[src/sv/rrwl_pkg.sv]
package rrwl_pkg;

  // Sizes of the lock table and the counters.
  localparam int NUM_THREADS = 16;
  localparam int DEPTH_BITS  = 8;
  localparam int OP_W        = 3;
  localparam int TID_W       = 4;
  localparam int ST_W        = 2;
  localparam int TBL_DEPTH   = 2 ** TID_W;
  localparam int AR_W        = $clog2(NUM_THREADS + 1);

  localparam logic [DEPTH_BITS-1:0] DEPTH_MAX = {DEPTH_BITS{1'b1}};

  // Operation codes.
  localparam logic [OP_W-1:0] OP_LOCK        = 3'd0;
  localparam logic [OP_W-1:0] OP_LOCK_SHARED = 3'd1;
  localparam logic [OP_W-1:0] OP_UNLOCK      = 3'd2;
  localparam logic [OP_W-1:0] OP_UNLOCK_SHRD = 3'd3;
  localparam logic [OP_W-1:0] OP_TRY_LOCK    = 3'd4;
  localparam logic [OP_W-1:0] OP_TRY_SHARED  = 3'd5;

  // Status codes.
  localparam logic [ST_W-1:0] ST_OK      = 2'd0;
  localparam logic [ST_W-1:0] ST_REFUSED = 2'd1;
  localparam logic [ST_W-1:0] ST_WAIT    = 2'd2;
  localparam logic [ST_W-1:0] ST_ERROR   = 2'd3;

  // One result word.
  typedef struct packed {
    logic [ST_W-1:0]  status;
    logic [TID_W-1:0] target;
    logic             last;
  } res_t;

  // Access to the reader depth table.
  typedef struct packed {
    logic                  rd_en;
    logic [TID_W-1:0]      rd_addr;
    logic                  wr_en;
    logic [TID_W-1:0]      wr_addr;
    logic [DEPTH_BITS-1:0] wr_data;
  } mem_req_t;

  // Results handed to the output buffer.
  typedef struct packed {
    logic push;
    logic two;
    res_t r0;
    res_t r1;
  } push_t;

endpackage

[src/sv/recursive_rw_lock_manager_unit.sv]
// Recursive reader-writer lock manager with writer priority.
// Input channel: in_valid_i / in_stall_o carry one request word (op_code_i,
// requester_i). A word is taken at a clock edge with valid high and stall low.
// Output channel: out_valid_o / out_stall_i carry result words (status_o,
// target_o, last_o); last_o marks the final word of a request. A release that
// lets a pending writer in yields two words: the release, then the writer's
// grant.
// Each request has two steps: a read of the reader depth entry from the table
// memory, then a decision that writes the entry back. The first result word
// is registered into the output buffer when the decision is made. A new
// request is taken only after the previous one has made its decision, and
// in_stall_o stays high until then.
// The output buffer holds up to two words. A new request may be taken while
// results wait, but its update waits until the buffer has drained, so a
// stalling receiver holds off further requests through in_stall_o.
// Reset clears the writer registers, the reader count, the output buffer and
// the table's valid bits at once, so the table reads as all zero; no clearing
// pass is needed and a request can be taken as soon as reset is released.
module recursive_rw_lock_manager_unit (
  input  logic                            clk_i,
  input  logic                            rst_ni,
  input  logic                            in_valid_i,
  output logic                            in_stall_o,
  input  logic [rrwl_pkg::OP_W-1:0]       op_code_i,
  input  logic [rrwl_pkg::TID_W-1:0]      requester_i,
  output logic                            out_valid_o,
  input  logic                            out_stall_i,
  output logic [rrwl_pkg::ST_W-1:0]       status_o,
  output logic [rrwl_pkg::TID_W-1:0]      target_o,
  output logic                            last_o
);
  import rrwl_pkg::*;

  mem_req_t              mem_req;
  logic [DEPTH_BITS-1:0] mem_depth;
  push_t                 push;
  logic                  obuf_empty;

  // Reader depth table.
  rrwl_mem u_mem (
    .clk_i     (clk_i),
    .rst_ni    (rst_ni),
    .req_i     (mem_req),
    .rd_data_o (mem_depth)
  );

  // Request sequencer and lock state.
  rrwl_core u_core (
    .clk_i        (clk_i),
    .rst_ni       (rst_ni),
    .in_valid_i   (in_valid_i),
    .in_stall_o   (in_stall_o),
    .op_code_i    (op_code_i),
    .requester_i  (requester_i),
    .mem_req_o    (mem_req),
    .mem_depth_i  (mem_depth),
    .obuf_empty_i (obuf_empty),
    .push_o       (push)
  );

  // Result word buffer.
  rrwl_obuf u_obuf (
    .clk_i       (clk_i),
    .rst_ni      (rst_ni),
    .push_i      (push),
    .empty_o     (obuf_empty),
    .out_valid_o (out_valid_o),
    .out_stall_i (out_stall_i),
    .status_o    (status_o),
    .target_o    (target_o),
    .last_o      (last_o)
  );

endmodule

[src/sv/rrwl_mem.sv]
module rrwl_mem (
  input  logic                               clk_i,
  input  logic                               rst_ni,
  input  rrwl_pkg::mem_req_t                 req_i,
  output logic [rrwl_pkg::DEPTH_BITS-1:0]    rd_data_o
);
  import rrwl_pkg::*;

  logic [DEPTH_BITS-1:0] mem [TBL_DEPTH];
  logic [TBL_DEPTH-1:0]  vld_q;
  logic [DEPTH_BITS-1:0] rd_q;
  logic                  rd_vld_q;

  // Storage array and its registered read port.
  always_ff @(posedge clk_i) begin
    if (req_i.wr_en) begin
      mem[req_i.wr_addr] <= req_i.wr_data;
    end
    if (req_i.rd_en) begin
      rd_q <= mem[req_i.rd_addr];
    end
  end

  // Valid bits make the table read as zero after reset.
  always_ff @(posedge clk_i or negedge rst_ni) begin
    if (!rst_ni) begin
      vld_q    <= '0;
      rd_vld_q <= 1'b0;
    end else begin
      if (req_i.wr_en) begin
        vld_q[req_i.wr_addr] <= 1'b1;
      end
      if (req_i.rd_en) begin
        rd_vld_q <= vld_q[req_i.rd_addr];
      end
    end
  end

  assign rd_data_o = rd_vld_q ? rd_q : '0;

endmodule

[src/sv/rrwl_obuf.sv]
module rrwl_obuf (
  input  logic                          clk_i,
  input  logic                          rst_ni,
  input  rrwl_pkg::push_t               push_i,
  output logic                          empty_o,
  output logic                          out_valid_o,
  input  logic                          out_stall_i,
  output logic [rrwl_pkg::ST_W-1:0]     status_o,
  output logic [rrwl_pkg::TID_W-1:0]    target_o,
  output logic                          last_o
);
  import rrwl_pkg::*;

  res_t       slot0_q, slot0_d, slot1_q, slot1_d;
  logic [1:0] cnt_q, cnt_d;
  logic       pop;

  assign pop = out_valid_o && !out_stall_i;

  // Two-word queue; the core only loads it when it is empty.
  always_comb begin
    slot0_d = slot0_q;
    slot1_d = slot1_q;
    cnt_d   = cnt_q;
    if (push_i.push) begin
      slot0_d = push_i.r0;
      slot1_d = push_i.r1;
      cnt_d   = push_i.two ? 2'd2 : 2'd1;
    end else if (pop) begin
      slot0_d = slot1_q;
      cnt_d   = cnt_q - 2'd1;
    end
  end

  always_ff @(posedge clk_i or negedge rst_ni) begin
    if (!rst_ni) begin
      cnt_q <= 2'd0;
    end else begin
      cnt_q <= cnt_d;
    end
  end

  always_ff @(posedge clk_i) begin
    slot0_q <= slot0_d;
    slot1_q <= slot1_d;
  end

  assign empty_o     = (cnt_q == 2'd0);
  assign out_valid_o = (cnt_q != 2'd0);
  assign status_o    = slot0_q.status;
  assign target_o    = slot0_q.target;
  assign last_o      = slot0_q.last;

endmodule

[src/sv/rrwl_core.sv]
module rrwl_core (
  input  logic                              clk_i,
  input  logic                              rst_ni,
  input  logic                              in_valid_i,
  output logic                              in_stall_o,
  input  logic [rrwl_pkg::OP_W-1:0]         op_code_i,
  input  logic [rrwl_pkg::TID_W-1:0]        requester_i,
  output rrwl_pkg::mem_req_t                mem_req_o,
  input  logic [rrwl_pkg::DEPTH_BITS-1:0]   mem_depth_i,
  input  logic                              obuf_empty_i,
  output rrwl_pkg::push_t                   push_o
);
  import rrwl_pkg::*;

  localparam logic S_IDLE = 1'b0;
  localparam logic S_EXEC = 1'b1;

  logic                  state_q, state_d;
  logic [OP_W-1:0]       op_q;
  logic [TID_W-1:0]      req_q;
  logic                  wv_q, wv_d;
  logic [TID_W-1:0]      wid_q, wid_d;
  logic [DEPTH_BITS-1:0] wdep_q, wdep_d;
  logic                  pend_q, pend_d;
  logic [AR_W-1:0]       ar_q, ar_d, ar_dec;
  logic                  accept, fire;
  logic                  is_w, wa_err, in_range;
  logic [ST_W-1:0]       st;
  logic                  two;
  logic                  tbl_we;
  logic [DEPTH_BITS-1:0] tbl_wd;
  logic [DEPTH_BITS-1:0] rd;

  assign in_stall_o = (state_q != S_IDLE);
  assign accept     = in_valid_i && (state_q == S_IDLE);
  assign fire       = (state_q == S_EXEC) && obuf_empty_i;
  assign rd         = mem_depth_i;

  // Sequencer: read the table entry, then update once the output is free.
  always_comb begin
    state_d = state_q;
    case (state_q)
      S_IDLE: begin
        if (accept) begin
          state_d = S_EXEC;
        end
      end
      S_EXEC: begin
        if (fire) begin
          state_d = S_IDLE;
        end
      end
      default: state_d = S_IDLE;
    endcase
  end

  // Lock decision for the captured request.
  assign is_w     = wv_q && (wid_q == req_q);
  assign wa_err   = pend_q || (wdep_q == DEPTH_MAX);
  assign in_range = (32'(req_q) < NUM_THREADS);
  assign ar_dec   = (ar_q != '0) ? ar_q - 1'b1 : ar_q;

  always_comb begin
    st     = ST_ERROR;
    two    = 1'b0;
    wv_d   = wv_q;
    wid_d  = wid_q;
    wdep_d = wdep_q;
    pend_d = pend_q;
    ar_d   = ar_q;
    tbl_we = 1'b0;
    tbl_wd = rd;
    if (!in_range || (op_q > OP_TRY_SHARED)) begin
      st = ST_ERROR;
    end else begin
      case (op_q)
        OP_LOCK: begin
          if (is_w) begin
            if (!wa_err) begin
              wdep_d = wdep_q + 1'b1;
              st     = ST_OK;
            end
          end else if (rd != '0) begin
            st = ST_ERROR;
          end else if (wv_q) begin
            st = ST_WAIT;
          end else begin
            wv_d   = 1'b1;
            wid_d  = req_q;
            wdep_d = DEPTH_BITS'(1);
            if (ar_q != '0) begin
              pend_d = 1'b1;
              st     = ST_WAIT;
            end else begin
              st = ST_OK;
            end
          end
        end
        OP_LOCK_SHARED: begin
          if (is_w) begin
            if (!wa_err) begin
              wdep_d = wdep_q + 1'b1;
              st     = ST_OK;
            end
          end else if (rd != '0) begin
            if (rd != DEPTH_MAX) begin
              tbl_we = 1'b1;
              tbl_wd = rd + 1'b1;
              st     = ST_OK;
            end
          end else if (wv_q) begin
            st = ST_WAIT;
          end else begin
            tbl_we = 1'b1;
            tbl_wd = DEPTH_BITS'(1);
            ar_d   = ar_q + 1'b1;
            st     = ST_OK;
          end
        end
        OP_UNLOCK: begin
          if (is_w && !pend_q) begin
            if (wdep_q > DEPTH_BITS'(1)) begin
              wdep_d = wdep_q - 1'b1;
            end else begin
              wv_d   = 1'b0;
              wid_d  = '0;
              wdep_d = '0;
            end
            st = ST_OK;
          end
        end
        OP_UNLOCK_SHRD: begin
          if (is_w) begin
            if (!pend_q && (wdep_q > DEPTH_BITS'(1))) begin
              wdep_d = wdep_q - 1'b1;
              st     = ST_OK;
            end
          end else if (rd == '0) begin
            st = ST_ERROR;
          end else if (rd > DEPTH_BITS'(1)) begin
            tbl_we = 1'b1;
            tbl_wd = rd - 1'b1;
            st     = ST_OK;
          end else begin
            // Last reader of this thread leaves; a pending writer may now go.
            tbl_we = 1'b1;
            tbl_wd = '0;
            ar_d   = ar_dec;
            st     = ST_OK;
            if (pend_q && (ar_dec == '0)) begin
              pend_d = 1'b0;
              two    = 1'b1;
            end
          end
        end
        OP_TRY_LOCK: begin
          if (is_w) begin
            if (!wa_err) begin
              wdep_d = wdep_q + 1'b1;
              st     = ST_OK;
            end
          end else if (!wv_q && (ar_q == '0)) begin
            wv_d   = 1'b1;
            wid_d  = req_q;
            wdep_d = DEPTH_BITS'(1);
            st     = ST_OK;
          end else begin
            st = ST_REFUSED;
          end
        end
        OP_TRY_SHARED: begin
          if (is_w) begin
            if (!wa_err) begin
              wdep_d = wdep_q + 1'b1;
              st     = ST_OK;
            end
          end else if (!wv_q) begin
            if (rd != DEPTH_MAX) begin
              if (rd == '0) begin
                ar_d = ar_q + 1'b1;
              end
              tbl_we = 1'b1;
              tbl_wd = rd + 1'b1;
              st     = ST_OK;
            end
          end else begin
            st = ST_REFUSED;
          end
        end
        default: st = ST_ERROR;
      endcase
    end
  end

  // Table port: read on accept, write back when the request completes.
  always_comb begin
    mem_req_o.rd_en   = accept;
    mem_req_o.rd_addr = requester_i;
    mem_req_o.wr_en   = fire && tbl_we;
    mem_req_o.wr_addr = req_q;
    mem_req_o.wr_data = tbl_wd;
  end

  // Result words for the output buffer.
  always_comb begin
    push_o.push      = fire;
    push_o.two       = two;
    push_o.r0.status = st;
    push_o.r0.target = req_q;
    push_o.r0.last   = !two;
    push_o.r1.status = ST_OK;
    push_o.r1.target = wid_q;
    push_o.r1.last   = 1'b1;
  end

  // Control and writer state.
  always_ff @(posedge clk_i or negedge rst_ni) begin
    if (!rst_ni) begin
      state_q <= S_IDLE;
      wv_q    <= 1'b0;
      wid_q   <= '0;
      wdep_q  <= '0;
      pend_q  <= 1'b0;
      ar_q    <= '0;
    end else begin
      state_q <= state_d;
      if (fire) begin
        wv_q   <= wv_d;
        wid_q  <= wid_d;
        wdep_q <= wdep_d;
        pend_q <= pend_d;
        ar_q   <= ar_d;
      end
    end
  end

  // Captured request word.
  always_ff @(posedge clk_i) begin
    if (accept) begin
      op_q  <= op_code_i;
      req_q <= requester_i;
    end
  end

endmodule
[config.mk]
export PLATFORM = sky130hd
export DESIGN_NAME = recursive_rw_lock_manager_unit
export DESIGN_NICKNAME = d
export VERILOG_FILES = /design/src/sv/rrwl_pkg.sv /design/src/sv/recursive_rw_lock_manager_unit.sv /design/src/sv/rrwl_mem.sv /design/src/sv/rrwl_obuf.sv /design/src/sv/rrwl_core.sv
export SDC_FILE = /design/constraint.sdc
export NUM_CORES = 1
export LEC_CHECK = 0
export BUFFER_PORTS_ARGS = -buffer_cell sky130_fd_sc_hd__buf_2
export CORE_ASPECT_RATIO = 0.6
export CORE_UTILIZATION = 57
export CTS_BUF_LIST = sky130_fd_sc_hd__clkbuf_16
export DETAILED_ROUTE_END_ITERATION = 16
export PLACE_DENSITY = 0.76
export SLEW_MARGIN = 20
export SYNTH_ARGS = -nofsm -noshare
export SYNTH_HDL_FRONTEND = slang
export SYNTH_HIERARCHICAL = 1
export SYNTH_SLANG_ARGS = --single-unit
[constraint.sdc]
create_clock -name clk_i -period 3.4 [get_ports clk_i]
set_input_delay 0.51 -clock clk_i [delete_from_list [all_inputs] [get_ports clk_i]]
set_output_delay 0.51 -clock clk_i [all_outputs]
set_load 0.02 [all_outputs]
==> impl_metrics.json <==
{
  "status": "finished, final reports clean",
  "cts-buffers-inserted": 17,
  "placed_cells": 883,
  "synth_edf_count": 157,
  "vias": 6165,
  "ys_ff_latch": 196,
  "async_flop_share_pct": 19.90,
  "slew-limit-headroom_pct": 33.99,
  "place.gp.congestion": 0.9382,
  "synth_area_um2": 9343,
  "path_cells": "and2_2 > ha_1 > nand3_1 > or2_2 > nand3_1 > a221o_1 > a21oi_1 > and3_2 > or3b_4 > nor2_1 > buf_6",
  "detail-route-antenna-nets": 0,
  "synth_ff_type": "edfxtp_1",
  "hold_ws_ns": 0.2181,
  "core_um2": 15680,
  "max_stage_delay_ns": 0.45,
  "drtIter0Drc": 936,
  "rows": 35,
  "start_util_pct": 59.59,
  "die_w_um": 167.3,
  "routedWlPerCell_um": 25.10,
  "rsz0062_at_grt": "no",
  "die_area_um2": 16920,
  "layout_commonest_cell": "edfxtp_1",
  "dp.final_hpwl_mm": 16.14,
  "crit_path_end_kind": "flop",
  "final_hold_viol_count": 0,
  "root_buffer": "clkbuf_16",
  "worstPathRequired_ns": 3.54,
  "clk_latency_ns": 0.44,
  "final.setup.tns_ns": 0,
  "grt_usage_pct": 28.99,
  "port_buffers": 19,
  "final_cell_mix": "edfxtp_1, buf_4, dfrtp_1",
  "placed_area_um2": 9812,
  "skew_ns": 0.01217,
  "maxCapViolCount": 0,
  "crit_fanout": 9,
  "power.leakage_nw": 3.705,
  "clk_pin_slew_ns": 0.08,
  "critical_path_arrival_ns": 3.38,
  "tightest_slew_ns": 0.9902,
  "r2r_start": "u_mem/rd_vld_q",
  "cts-htree-levels": 4,
  "fp.dieH_um": 101.2,
  "grt_max_degree": 40,
  "ios": 20,
  "timing.final.crit_share_pct": 95.28,
  "diodes": 0,
  "drtPass1Iterations": 6,
  "synthCells": 658,
  "cts_setup_buffers": 0,
  "min_period_ns": 3.240,
  "final_cell_count_no_fill": 915,
  "clock_path_buffers": 2,
  "ir_drop_uv": 493.4,
  "first_global_vias": 5716,
  "r2r-end": "u_mem/mem[2][0]",
  "p_per_area_nw_per_um2": 687.0,
  "tritoncts": "done",
  "drive_gt1_share_pct": 24.16,
  "viasPerCell": 6.738,
  "critPathMostFrequentCell": "nand3_1",
  "numClockSinks": 196,
  "startpoint_type": "flop",
  "ys_types": 66,
  "totalWireLength_mm": 22.96,
  "min_path_type": "in -> async",
  "ff2ff_path_depth": 11,
  "crit_path_top_delay_cell": "dfrtp_1",
  "ys_seq_area_share_pct": 60.91,
  "antenna_found_initial": 0,
  "layout-area-overhead-vs-synth_pct": 12.03,
  "fin_area_um2": 10470,
  "avgSynthCellArea_um2": 14.20,
  "drv_slew": 0,
  "ff2ff_setup_slack_ns": 0.16,
  "finalSetupViolations": 0,
  "overflow": 0,
  "finalPower_mw": 7.190,
  "path_class": "reg -> reg",
  "ys_warn_count": 6,
  "max_freq_ghz": 0.3087,
  "layout.nets": 720,
  "drc": 0,
  "grt_pass1_wl_mm": 35.02
}
[per-stage QoR]
step           setup slack (ns)  utilization [%]
2_1_floorplan           0.08532                -
3_3_place_gp             0.1370            62.51
3_5_place_dp            0.06804            62.59
4_1_cts                 0.06430            66.48
5_1_grt                 0.04699            66.76
6_report                 0.1605            66.76
[cell families (layout without fill, tap and decap cells)]
kind of cell | Yosys count | count (layout) | share of synthesized area (%)
mux | 61 | 61 | 13.35
compound gates | 136 | 136 | 9.683
flops | 196 | 196 | 60.91
xor+xnor | 6 | 6 | 0.5625
fa+ha+maj | 10 | 10 | 1.339
simple gates | 182 | 182 | 10.15
buf+inv | 65 | 118 | 3.924
other cells | 2 | 3 | 0.08038
[worst max-delay path by stage]
stage	from	end	slack, ns	cells past startpoint
2_1_floorplan	u_mem/rd_vld_q	u_mem/mem[1][0]	0.09	11
3_3_place_gp	u_mem/rd_vld_q	u_mem/mem[0][6]	0.14	11
3_5_place_dp	u_mem/rd_vld_q	u_mem/mem[7][2]	0.07	10
4_1_cts	u_mem/rd_vld_q	u_mem/mem[7][4]	0.06	10
5_1_grt	u_mem/rd_vld_q	u_mem/mem[0][4]	0.05	11
6_report	u_mem/rd_vld_q	u_mem/mem[2][0]	0.16	11
[metal layers]
layer / vias up / part of all wire, % / routed length (um) / track usage (%)
met1: 3068 / 47 / 10770 / 48.27
met3: 20 / 13 / 3078 / 8.675
met4: 0 / 0.76 / 175 / 6.493
met5: - / 0 / 0 / 0
li1: 2666 / - / - / -
met2: 411 / 39 / 8938 / 36.54
[synth_stat cells (3+ instances only)]
cell type / instances / share of area, %
edfxtp_1: 157 / 50
and2_1: 8 / 0.54
mux4_1: 20 / 5.6
o21ai_1: 11 / 0.59
nor2_1: 42 / 1.7
o31a_1: 3 / 0.28
a221oi_1: 6 / 0.56
clkbuf_1: 13 / 0.52
mux2_2: 9 / 1.1
xnor2_1: 6 / 0.56
and3_1: 5 / 0.33
or4_1: 3 / 0.24
ha_1: 10 / 1.3
mux2i_1: 8 / 0.86
dfrtp_1: 39 / 10
buf_2: 8 / 0.43
o21bai_1: 3 / 0.24
nand2_1: 35 / 1.4
nand3b_1: 3 / 0.24
o21ai_0: 18 / 0.96
o31ai_1: 10 / 0.80
a21o_1: 3 / 0.24
nand2b_1: 5 / 0.33
a21oi_1: 35 / 1.9
nor3_1: 17 / 0.91
a221o_1: 3 / 0.32
nand3_1: 14 / 0.75
inv_1: 21 / 0.84
or3_1: 3 / 0.20
o211ai_1: 6 / 0.48
nor2b_1: 7 / 0.47
a31oi_1: 9 / 0.60
nand4_1: 7 / 0.47
o22ai_1: 7 / 0.47
or2_2: 19 / 1.3
buf_6: 4 / 0.48
buf_4: 16 / 1.3
mux4_2: 24 / 5.8
[worst max-delay path, delay by kind of cell (launching register included)]
family | cells | cell delay [ns]
adder cells (fa/ha/maj) | 1 | 0.25
flip-flops | 1 | 0.45
buffers and inverters | 1 | 0.19
AND/OR/NAND/NOR | 7 | 1.53
AO/OA/AOI/OAI | 2 | 0.52
[final cells by class]
type                    instances  area (um2)
well taps                     203       254.0
multi-input cells             398        3334
inverters                      21       78.83
fillers                      1111        5211
clock inverters                15       185.2
flip-flops and latches        196        5690
clock buffers                  17       425.4
repair buffers                 65       498.0
[report_power, final]
group | internal (mW) | switching (mW) | total [mW]
Sequential | 2.96 | 0.221 | 3.18
Combinational | 0.707 | 1.24 | 1.94
Clock | 1.06 | 1.01 | 2.07
[flip-flops by register name, indices dropped and copies added, names as in the netlist, 2 cells and up]
signal	count
u_core/op_q	3
u_obuf/cnt_q	2
u_obuf/target_o	4
u_mem/mem	128
u_core/wdep_q	8
u_mem/vld_q	16
u_obuf/slot1_q	7
u_core/ar_q	5
u_core/req_q	4
u_mem/rd_q	8
u_core/wid_q	4
u_obuf/status_o	2
[repair_timing]
item,in CTS,in global routing
hold buffers,0,0
endpoints found under the setup margin,0,140
resized for setup,0,16
(Power assumes the default switching activity.)
